$ cat src/hdl/la8tbd_pkg.sv
// Shared types, constants and helpers for the LA8 texture block decoder.
// Has no dependencies; every other file of the block imports it.
package la8tbd_pkg;

  localparam int unsigned PixW  = 16;
  localparam int unsigned ChW   = 8;
  localparam int unsigned IdxW  = 32;
  localparam int unsigned RowW  = 2;
  localparam int unsigned SelW  = 2;
  localparam int unsigned NumPal = 4;

  localparam logic [ChW-1:0]  W_FOUR   = 8'd85;
  localparam logic [ChW-1:0]  W_THREE  = 8'd128;
  localparam logic [ChW-1:0]  CH_MAX   = 8'd255;
  localparam logic [RowW-1:0] ROW_LAST = 2'd3;

  // one decoded block: four palette entries and the raw index word
  typedef struct packed {
    logic [NumPal-1:0][PixW-1:0] pal;
    logic [IdxW-1:0]             idx;
  } blk_t;

  // queue status seen by each side
  typedef struct packed {
    logic full;
    logic empty;
  } q_stat_t;

  // exact x / 255 for x up to 255 * 255
  function automatic logic [ChW-1:0] div255(input logic [15:0] x);
    logic [16:0] t;
    t = {1'b0, x} + 17'd1 + {9'd0, x[15:8]};
    return t[15:8];
  endfunction

endpackage

$ cat src/hdl/la8tbd_front.sv
// Front end: accepts a compressed block, forms the weighted channel sums,
// then divides by 255 and offers the finished palette to the queue. Uses la8tbd_pkg.
module la8tbd_front import la8tbd_pkg::*; (
  input  logic             clk,
  input  logic             rst_n,
  input  logic             in_push,
  output logic             in_full,
  input  logic [PixW-1:0]  in_first_endpoint,
  input  logic [PixW-1:0]  in_second_endpoint,
  input  logic [IdxW-1:0]  in_index_bits,
  input  q_stat_t          q_stat,
  output logic             q_push,
  output blk_t             q_wdata
);

  logic             s1_valid_r, s1_valid_nxt;
  logic             four_r;
  logic [PixW-1:0]  e0_r, e1_r;
  logic [IdxW-1:0]  idx_r;
  logic [15:0]      s2_lum_r, s2_alp_r, s3_lum_r, s3_alp_r;

  logic             accept;
  logic             four;
  logic [ChW-1:0]   w2, w2_inv;
  logic [15:0]      s2_lum, s2_alp, s3_lum, s3_alp;

  assign q_push  = s1_valid_r && !q_stat.full;
  assign in_full = s1_valid_r && q_stat.full;
  assign accept  = in_push && !in_full;

  // weights for the third entry follow the mode; the fourth is only used in four-colour mode
  always_comb begin
    four   = in_first_endpoint > in_second_endpoint;
    w2     = four ? W_FOUR : W_THREE;
    w2_inv = CH_MAX - w2;
    s2_lum = 16'(in_first_endpoint[7:0])   * 16'(w2_inv)
           + 16'(in_second_endpoint[7:0])  * 16'(w2);
    s2_alp = 16'(in_first_endpoint[15:8])  * 16'(w2_inv)
           + 16'(in_second_endpoint[15:8]) * 16'(w2);
    s3_lum = 16'(in_second_endpoint[7:0])  * 16'(CH_MAX - W_FOUR)
           + 16'(in_first_endpoint[7:0])   * 16'(W_FOUR);
    s3_alp = 16'(in_second_endpoint[15:8]) * 16'(CH_MAX - W_FOUR)
           + 16'(in_first_endpoint[15:8])  * 16'(W_FOUR);
  end

  always_comb begin
    s1_valid_nxt = s1_valid_r;
    if (accept) begin
      s1_valid_nxt = 1'b1;
    end else if (q_push) begin
      s1_valid_nxt = 1'b0;
    end
  end

  always_ff @(posedge clk) begin
    if (!rst_n) begin
      s1_valid_r <= 1'b0;
    end else begin
      s1_valid_r <= s1_valid_nxt;
    end
  end

  always_ff @(posedge clk) begin
    if (accept) begin
      four_r   <= four;
      e0_r     <= in_first_endpoint;
      e1_r     <= in_second_endpoint;
      idx_r    <= in_index_bits;
      s2_lum_r <= s2_lum;
      s2_alp_r <= s2_alp;
      s3_lum_r <= s3_lum;
      s3_alp_r <= s3_alp;
    end
  end

  // finish the blends: truncating divide by 255
  always_comb begin
    q_wdata.pal[0] = e0_r;
    q_wdata.pal[1] = e1_r;
    q_wdata.pal[2] = {div255(s2_alp_r), div255(s2_lum_r)};
    q_wdata.pal[3] = four_r ? {div255(s3_alp_r), div255(s3_lum_r)} : '0;
    q_wdata.idx    = idx_r;
  end

endmodule

$ cat src/hdl/la8tbd_queue.sv
// Short queue of decoded palettes between the front and back ends.
// Uses la8tbd_pkg for the entry type.
module la8tbd_queue import la8tbd_pkg::*; #(
  parameter int unsigned DEPTH = 2
) (
  input  logic    clk,
  input  logic    rst_n,
  input  logic    push,
  input  blk_t    wdata,
  input  logic    pop,
  output blk_t    rdata,
  output q_stat_t stat
);

  localparam int unsigned PtrW = (DEPTH > 1) ? $clog2(DEPTH) : 1;
  localparam int unsigned CntW = $clog2(DEPTH + 1);

  blk_t            mem [DEPTH];
  logic [PtrW-1:0] wr_ptr_r, wr_ptr_nxt;
  logic [PtrW-1:0] rd_ptr_r, rd_ptr_nxt;
  logic [CntW-1:0] count_r, count_nxt;
  logic            do_push, do_pop;

  assign stat.full  = count_r == CntW'(DEPTH);
  assign stat.empty = count_r == '0;
  assign do_push    = push && !stat.full;
  assign do_pop     = pop && !stat.empty;
  assign rdata      = mem[rd_ptr_r];

  always_comb begin
    wr_ptr_nxt = wr_ptr_r;
    rd_ptr_nxt = rd_ptr_r;
    count_nxt  = count_r;
    if (do_push) begin
      wr_ptr_nxt = (wr_ptr_r == PtrW'(DEPTH - 1)) ? '0 : wr_ptr_r + 1'b1;
    end
    if (do_pop) begin
      rd_ptr_nxt = (rd_ptr_r == PtrW'(DEPTH - 1)) ? '0 : rd_ptr_r + 1'b1;
    end
    case ({do_push, do_pop})
      2'b10:   count_nxt = count_r + 1'b1;
      2'b01:   count_nxt = count_r - 1'b1;
      default: count_nxt = count_r;
    endcase
  end

  always_ff @(posedge clk) begin
    if (!rst_n) begin
      wr_ptr_r <= '0;
      rd_ptr_r <= '0;
      count_r  <= '0;
    end else begin
      wr_ptr_r <= wr_ptr_nxt;
      rd_ptr_r <= rd_ptr_nxt;
      count_r  <= count_nxt;
    end
  end

  always_ff @(posedge clk) begin
    if (do_push) begin
      mem[wr_ptr_r] <= wdata;
    end
  end

endmodule

$ cat src/hdl/la8tbd_back.sv
// Back end: walks the four rows of the head block, one row a beat, into
// the output register. Uses la8tbd_pkg.
module la8tbd_back import la8tbd_pkg::*; (
  input  logic             clk,
  input  logic             rst_n,
  input  q_stat_t          q_stat,
  input  blk_t             q_rdata,
  output logic             q_pop,
  output logic             out_empty,
  input  logic             out_pop,
  output logic [RowW-1:0]  out_row_number,
  output logic [PixW-1:0]  out_pixel_zero,
  output logic [PixW-1:0]  out_pixel_one,
  output logic [PixW-1:0]  out_pixel_two,
  output logic [PixW-1:0]  out_pixel_three,
  output logic             out_last_row
);

  logic                       out_valid_r, out_valid_nxt;
  logic [RowW-1:0]            row_r, row_nxt;
  logic                       load;
  logic [7:0]                 row_byte;
  logic [3:0][PixW-1:0]       pix;

  assign load      = !q_stat.empty && (!out_valid_r || out_pop);
  assign q_pop     = load && (row_r == ROW_LAST);
  assign out_empty = !out_valid_r;

  always_comb begin
    case (row_r)
      2'd0:    row_byte = q_rdata.idx[7:0];
      2'd1:    row_byte = q_rdata.idx[15:8];
      2'd2:    row_byte = q_rdata.idx[23:16];
      default: row_byte = q_rdata.idx[31:24];
    endcase
    for (int x = 0; x < 4; x++) begin
      pix[x] = q_rdata.pal[row_byte[2*x +: SelW]];
    end
  end

  always_comb begin
    out_valid_nxt = out_valid_r;
    row_nxt       = row_r;
    if (load) begin
      out_valid_nxt = 1'b1;
      row_nxt       = row_r + 1'b1;
    end else if (out_pop) begin
      out_valid_nxt = 1'b0;
    end
  end

  always_ff @(posedge clk) begin
    if (!rst_n) begin
      out_valid_r <= 1'b0;
      row_r       <= '0;
    end else begin
      out_valid_r <= out_valid_nxt;
      row_r       <= row_nxt;
    end
  end

  always_ff @(posedge clk) begin
    if (load) begin
      out_row_number  <= row_r;
      out_pixel_zero  <= pix[0];
      out_pixel_one   <= pix[1];
      out_pixel_two   <= pix[2];
      out_pixel_three <= pix[3];
      out_last_row    <= row_r == ROW_LAST;
    end
  end

endmodule

$ cat src/hdl/la8_texture_block_decoder_unit.sv
// Top level of the LA8 texture block decoder: front end, palette queue, back end.
// Depends on la8tbd_pkg, la8tbd_front, la8tbd_queue and la8tbd_back.
//
//   channel  direction  handshake        payload
//   in_      in         in_push/in_full  first_endpoint, second_endpoint, index_bits
//   out_     out        out_pop/out_empty row_number, pixel_zero..three, last_row
//
// A block takes four beats on the output, one row a beat; the back end's row
// walker sets the sustained block rate, and a held-off out_pop stalls it.
// From an accepted push to the first row on the outputs, the weighted sums are
// registered in the front stage, divided and written into the queue, and then
// loaded by the back end into the output register; stalls can hold each step.
// Reset (synchronous, rst_n low) empties the front stage, queue and output register.
// A stalled output holds the current row; the queue then fills and in_full rises.
module la8_texture_block_decoder_unit import la8tbd_pkg::*; #(
  parameter int unsigned QUEUE_DEPTH = 2
) (
  input  logic             clk,
  input  logic             rst_n,
  input  logic             in_push,
  output logic             in_full,
  input  logic [PixW-1:0]  in_first_endpoint,
  input  logic [PixW-1:0]  in_second_endpoint,
  input  logic [IdxW-1:0]  in_index_bits,
  output logic             out_empty,
  input  logic             out_pop,
  output logic [RowW-1:0]  out_row_number,
  output logic [PixW-1:0]  out_pixel_zero,
  output logic [PixW-1:0]  out_pixel_one,
  output logic [PixW-1:0]  out_pixel_two,
  output logic [PixW-1:0]  out_pixel_three,
  output logic             out_last_row
);

  q_stat_t q_stat;
  logic    q_push, q_pop;
  blk_t    q_wdata, q_rdata;

  // classify the block and build its palette
  la8tbd_front u_front (
    .clk                (clk),
    .rst_n              (rst_n),
    .in_push            (in_push),
    .in_full            (in_full),
    .in_first_endpoint  (in_first_endpoint),
    .in_second_endpoint (in_second_endpoint),
    .in_index_bits      (in_index_bits),
    .q_stat             (q_stat),
    .q_push             (q_push),
    .q_wdata            (q_wdata)
  );

  // decouple front and back so each stalls on its own
  la8tbd_queue #(
    .DEPTH (QUEUE_DEPTH)
  ) u_queue (
    .clk   (clk),
    .rst_n (rst_n),
    .push  (q_push),
    .wdata (q_wdata),
    .pop   (q_pop),
    .rdata (q_rdata),
    .stat  (q_stat)
  );

  // expand the head block into four row beats
  la8tbd_back u_back (
    .clk             (clk),
    .rst_n           (rst_n),
    .q_stat          (q_stat),
    .q_rdata         (q_rdata),
    .q_pop           (q_pop),
    .out_empty       (out_empty),
    .out_pop         (out_pop),
    .out_row_number  (out_row_number),
    .out_pixel_zero  (out_pixel_zero),
    .out_pixel_one   (out_pixel_one),
    .out_pixel_two   (out_pixel_two),
    .out_pixel_three (out_pixel_three),
    .out_last_row    (out_last_row)
  );

endmodule
$ cat config.mk
export PLATFORM = sky130hd
export DESIGN_NAME = la8_texture_block_decoder_unit
export DESIGN_NICKNAME = d
export VERILOG_FILES = /design/src/hdl/la8tbd_pkg.sv /design/src/hdl/la8tbd_front.sv /design/src/hdl/la8tbd_queue.sv /design/src/hdl/la8tbd_back.sv /design/src/hdl/la8_texture_block_decoder_unit.sv
export SDC_FILE = /design/constraint.sdc
export NUM_CORES = 1
export LEC_CHECK = 0
export ABC_AREA = 1
export BUFFER_PORTS_ARGS = -buffer_cell sky130_fd_sc_hd__buf_4
export CORE_ASPECT_RATIO = 0.8
export CORE_MARGIN = 2
export CORE_UTILIZATION = 65
export DETAILED_ROUTE_END_ITERATION = 6
export GPL_ROUTABILITY_DRIVEN = 0
export PLACE_DENSITY_LB_ADDON = 0.2
export SLEW_MARGIN = 5
export SYNTH_ARGS = -nofsm -noshare
export SYNTH_HDL_FRONTEND = slang
export SYNTH_HIERARCHICAL = 1
export SYNTH_SLANG_ARGS = --single-unit
$ cat constraint.sdc
create_clock -name clk -period 12.03 [get_ports clk]
set_clock_uncertainty 0.2 [all_clocks]
set_input_delay 0.6015 -clock clk [delete_from_list [all_inputs] [get_ports clk]]
set_output_delay 0.6015 -clock clk [all_outputs]
set_load 0.01 [all_outputs]
==> flow_summary.toml, run 1 <==
[run_status]
status = "finished, violations left"
violations = "DRC"

[timing]
post-route-period-util_pct = 63.17
fmax_ghz = 0.1316
maxSlewViolCount = 0
tns_ns = 0
finalCriticalPeriod_ns = 7.600
max_slew.worst_pin.slew_ns = 1.104
setup_viol = 0
hold_viol = 0
max-slew-margin-rel_pct = 26.40
grt_setup_unrepaired = "false"

[global_route]
grt_pass1_vias = 21870
busiest_layer = "met2"
overflow = 0
grtUsageMet1_pct = 44.02
antenna_found_initial = 1
met2_usage_pct = 48.92
grt_pass1_wl_mm = 116.2
grt_max_degree = 78
grt_usage_pct = 30.89
use_met3_pct = 5.390

[routing]
avgViaCountPerCell = 5.796
drt-pass1-iter-count = 7
drc = 23
ant_nets = 0
num_vias = 21910
wl_per_cell_um = 19.27
initialDrtViolationCount = 2619
wirelength_mm = 72.84

[setup_path]
worst_ep_arrival_time_ns = 7.73
crit_top_cell = "fa_1"
end_kind = "flip-flop"
crit_slowest_cell = "fa_1"
worstPathMaxFanout = 55
critical_path_required_ns = 12.16
crit_path_max_incr_delay_ns = 0.55
cp-start-kind = "input port"
path_class = "in2reg"

[final_layout]
drive_above_1_share_pct = 11.24
fillers = 3089
design_area_sq_mm = 0.03306
utilization_pct = 72.46
synthToLayoutAreaGrowth_pct = 10.19
nets = 3713

[floorplan]
start_util_pct = 65.76
dieArea_sq_mm = 0.04791
core-area_sq_mm = 0.04563
die_w_um = 244.2
ioPinCount = 137
die_y_um = 196.2
rows = 70

[power_and_ir_drop]
vdd_drop_max_mv = 0.3393
power.density_mw_per_mm2 = 279.7
p_leak_nw = 15.74

[yosys]
ys_types = 48
synth_top_area_share_pct = 38.63
ys.flop_type = "edfxtp_1"
synth-seq-area-share_pct = 39.23
synth_edf_count = 386
syn_avg_cell_area_sq_um = 10.10
async_flop_share_pct = 0
ys_top_cells_by_count = "inv_1, nand2_1, edfxtp_1"
synth_area_leaders = "edfxtp_1, ha_1, fa_1"
synth_area_sq_mm = 0.03001
synthCells = 2970
synth.most_common_cell = "inv_1"
yosys_warnings = 6
synth.largest_area_cell = "edfxtp_1"
ys_seq_elements = 395

[clock_network]
holdBufCountCts = 30
clk_latency_ns = 0.58
cts.sinks = 395
cts_setup_buffers = 0
clockRootBuffer = "clkbuf_16"
htreeDepth = 2
cts_resized = 0
cts_buffer_depth = 3
path_clk_slew_ns = 0.06
cts_tree = "built"
numCtsBuffers = 43

[placement]
placed_area_sq_mm = 0.03132
numPortBuffers = 136
hpwl_mm = 52.69

[hold_path]
hold_class = "in2reg"

[flow_run]
drv.max_cap_violation_count = 0
## layer usage
metal,up-vias,part of all wire [%]
met4,0,3.0
met1,10390,42
met5,-,0
li1,10060,-
met2,1248,45
met3,211,10
## worst paths after layout
check | slack (ns) | endpoint | depth (start not counted) | from
setup / recovery | 4.43 | u_front/s2_alp_r[12]$_DFFE_PP_ | 29 | in_second_endpoint[15]
hold / removal | 0.03 | u_front/e1_r[15]$_DFFE_PP_ | 1 | in_second_endpoint[15]
setup reg to reg | 8.72 | u_queue/count_r[1]$_SDFFE_PN0P_ | 15 | u_queue/count_r[0]$_SDFFE_PN0P_
hold reg to reg | 0.24 | u_queue/mem[1][41]$_DFFE_PP_ | 0 | u_front/e0_r[9]$_DFFE_PP_
## per-stage QoR
step	power (mW)	cells	setup slack [ns]	hold slack, ns
after CTS	9.149	3777	4.586	0.001841
after detailed placement	7.751	3669	4.023	0.2313
after global routing	10.06	3779	4.173	0.01040
after global placement	7.503	3669	4.205	0.2258
final	9.248	3780	4.430	0.03085
after floorplan	6.402	2982	5.334	0.2215
## placed cells by master, fill, tap and decap left out, types with 13 or more instances in the layout
| cell type | count |
|---|---|
| inv_1 | 573 |
| nand2_1 | 516 |
| edfxtp_1 | 386 |
| nand3_1 | 320 |
| ha_1 | 317 |
| fa_1 | 194 |
| buf_4 | 147 |
| nor2_1 | 133 |
| a21oi_1 | 90 |
| mux2_2 | 56 |
| xor2_1 | 48 |
| o21ai_0 | 46 |
| clkbuf_16 | 43 |
| mux2_4 | 40 |
| dlygate4sd3_1 | 32 |
| xnor2_1 | 25 |
| nor2_2 | 16 |
| nand4_1 | 16 |
| conb_1 | 14 |
| clkinv_1 | 13 |
## critical path: cells and delay by family
family / cells / cell delay [ns]
AO/OA/AOI/OAI: 6 / 1.25
AND/OR/NAND/NOR: 7 / 0.83
buffers and inverters: 8 / 1.49
adder cells (fa/ha/maj): 8 / 3.54
## registers in the layout, summed over array words and instances, names as in the netlist, 2 cells and up, named ones only
signal	flops
u_back/out_pixel_one	16
u_back/out_pixel_three	16
u_back/out_pixel_two	16
u_back/out_pixel_zero	16
u_back/out_row_number	2
u_back/row_r	2
u_front/e0_r	16
u_front/e1_r	16
u_front/idx_r	32
u_front/s2_alp_r	16
u_front/s2_lum_r	16
u_front/s3_alp_r	15
u_front/s3_lum_r	15
u_queue/count_r	2
u_queue/mem	192
## cells by family (layout without fill, tap and decap cells)
group / Yosys count / in the layout / synth area share, %
XOR/XNOR: 73 / 73 / 2.131
AO/OA/AOI/OAI: 195 / 195 / 3.807
buffers and inverters: 652 / 837 / 9.399
flip-flops: 395 / 395 / 39.23
multiplexers: 96 / 96 / 4.103
other: 2 / 15 / 0.02503
AND/OR/NAND/NOR: 1046 / 1046 / 15.14
adder cells (fa/ha/maj): 511 / 511 / 26.16
## power by group
group	internal [mW]	total (mW)	switching (mW)
sequential	2.05	2.20	0.152
clock	0.789	1.34	0.554
combinational	2.15	5.71	3.56
## layout make-up
class	count	area [sq um]	share of cell area, %
multi-input cells	1935	15490	46.84
clock inverters	31	332.8	1.007
repair buffers	179	1424	4.307
inverters	580	2186	6.611
well taps	612	765.7	2.316
flip-flops and latches	395	11780	35.61
diodes	1	2.502	0.007569
clock buffers	47	1091	3.300
Note: power is estimated with default switching activity, not from simulation.
==> run 2: changes to the inputs <==
--- a/config.mk
+++ b/config.mk
@@ -9,7 +9,7 @@
 export BUFFER_PORTS_ARGS = -buffer_cell sky130_fd_sc_hd__buf_4
 export CORE_ASPECT_RATIO = 0.8
 export CORE_MARGIN = 2
-export CORE_UTILIZATION = 65
+export CORE_UTILIZATION = 57
 export DETAILED_ROUTE_END_ITERATION = 6
 export GPL_ROUTABILITY_DRIVEN = 0
 export PLACE_DENSITY_LB_ADDON = 0.2
==> constraint.sdc (replaced) <==
create_clock -name clk -period 6.4 [get_ports clk]
set_clock_uncertainty 0.2 [all_clocks]
set_input_delay 0.32 -clock clk [delete_from_list [all_inputs] [get_ports clk]]
set_output_delay 0.32 -clock clk [all_outputs]
set_load 0.01 [all_outputs]
==> flow_summary.toml, run 2 (same netlist as run 1, synthesis figures left out) <==
[power_and_ir_drop]
power.density_mw_per_mm2 = 543.9
p_int_mw = 10.69
power_frac_comb_pct = 65.3
power_frac_seq_pct = 21.9
vdd_drop_max_mv = 0.6942
p_sw_mw = 8.065
swShare_pct = 43.00
p_clk_share_pct = 12.8
p_leak_nw = 16.46

[final_layout]
register_area_sq_mm = 0.01178
synthToLayoutAreaGrowth_pct = 14.93
num_antenna_cells = 0
fillers = 3966
largest_reg_flops = 192
reg_top3 = "u_queue/mem x192, u_front/idx_r x32"
multiInputGateArea_sq_mm = 0.01558
utilization_pct = 65.98
layout_common_cells = "inv_1, nand2_1, edfxtp_1"
final_common_cell = "inv_1"
top_register = "u_queue/mem"
nets = 3869
design_area_sq_mm = 0.03449
final_cell_count_no_fill = 4012
drive_above_1_share_pct = 15.03

[setup_path]
worst_ep_arrival_time_ns = 6.28
path_buf_inv = 7
crit_top_cell = "fa_1"
cp-start-kind = "input port"
crit_family = "adder cells"
path_class = "in2reg"
crit_path_max_incr_delay_ns = 0.58
crit_slowest_cell = "fa_1"
worstPathMaxFanout = 20
end_kind = "flip-flop"
critical_path_required_ns = 6.49

[floorplan]
ioPinCount = 137
rows = 75
core-area_sq_mm = 0.05227
die_w_um = 260.5
die_y_um = 209.2
start_util_pct = 57.41
dieArea_sq_mm = 0.05450

[placement]
numPortBuffers = 136
place_inst = 3875
hpwl_mm = 53.49
placed_area_sq_mm = 0.03238
place_ws_ns = -0.5164

[routing]
drt-pass1-iter-count = 7
avgViaCountPerCell = 5.506
met3WireLength_mm = 5.838
wl_met2_mm = 32.78
initialDrtViolationCount = 2513
wl_per_cell_um = 17.97
drt-met1-wl_mm = 31.14
drc = 1
ant_nets = 0
wirelength_mm = 72.11
num_vias = 22090
highest_layer = "met4"

[timing]
hold_viol = 0
max-slew-margin-rel_pct = 33.71
grt_setup_unrepaired = "true"
max_slew.worst_pin.slew_ns = 0.9906
maxSlewViolCount = 0
finalCriticalPeriod_ns = 6.188
setup_viol = 0
fmax_ghz = 0.1616
hold_slack_ns = 0.04046
post-route-period-util_pct = 96.69
worst_slack_ns = 0.2120

[clock_network]
clockRootBuffer = "clkbuf_16"
cts_buffer_depth = 3
path_clk_slew_ns = 0.06
cts.sinks = 395
htreeDepth = 2
cts_tree = "built"
clk_latency_ns = 0.58
numCtsBuffers = 41

[global_route]
grt_max_degree = 128
overflow = 0
grt_pass1_vias = 22090
grt_usage_pct = 26.84
antenna_found_initial = 0
grt_pass1_wl_mm = 115.1

[hold_path]
hold_class = "in2reg"

[run_status]
status = "finished, violations left"
violations = "DRC"

[flow_run]
drv.max_cap_violation_count = 0
-- run 2: cell types whose count changed in the layout (fill, tap and decap cells not counted), moves of 4 or more --
| cell | before | now |
|---|---|---|
| buf_4 | 147 | 271 |
| dlygate4sd3_1 | 32 | 64 |
| a21oi_1 | 90 | 82 |
| a21oi_2 | 0 | 8 |
| clkinv_1 | 13 | 5 |
| clkbuf_1 | 4 | 8 |
| ha_1 | 317 | 313 |
-- run 2: repair_timing --
| item | 4_1_cts | 5_1_grt |
|---|---|---|
| hold buffers | 64 | 0 |
| endpoints found under the hold margin | 70 | 0 |
| resized for setup | 0 | 24 |
| setup endpoints to repair | 0 | 15 |
| buffers inserted | 0 | 1 |
-- run 2: power by group through the flow --
stage	logic, mW	clock network, mW	registers (mW)
floorplan	7.97	0	4.07
global placement	11.5	0	4.13
detailed placement	11.9	0	4.14
CTS	12.1	2.44	4.09
global route	14.0	2.54	4.13
finish	12.3	2.41	4.10
-- run 2: cell type report --
cell class | instances | share of cell area (%)
Timing Repair Buffer | 337 | 7.873
Clock inverter | 23 | 0.8889
Sequential cell | 395 | 34.14
Inverter | 580 | 6.342
Multi-Input combinational cell | 1935 | 45.17
Tap cell | 693 | 2.514
Clock buffer | 49 | 3.062
-- run 2: metrics by stage --
step	TNS (ns)	power [mW]
2_1_floorplan	0	12.03
3_5_place_dp	-7.291	16.08
3_3_place_gp	-5.697	15.65
4_1_cts	0	18.59
6_report	0	18.76
5_1_grt	-0.1634	20.65
-- run 2: final timing paths --
| check | start | to | slack [ns] | cells after the start |
|---|---|---|---|---|
| hold / removal | in_first_endpoint[9] | u_front/e0_r[9]$_DFFE_PP_ | 0.04 | 2 |
| setup reg to reg | flip-flop | u_back/out_pixel_two[5]$_DFFE_PP_ | 2.74 | 9 |
| setup / recovery | in_first_endpoint[9] | u_front/s2_alp_r[13]$_DFFE_PP_ | 0.21 | 28 |
| hold reg to reg | u_front/e0_r[7]$_DFFE_PP_ | u_queue/mem[1][39]$_DFFE_PP_ | 0.24 | 0 |
-- run 2: per-layer routing --
metal / GRT usage (%) / up-vias
met1: 38.54 / 10460
li1: - / 10370
met4: 8.217 / 0
met2: 42.66 / 1067
met3: 3.627 / 199
met5: 0 / -
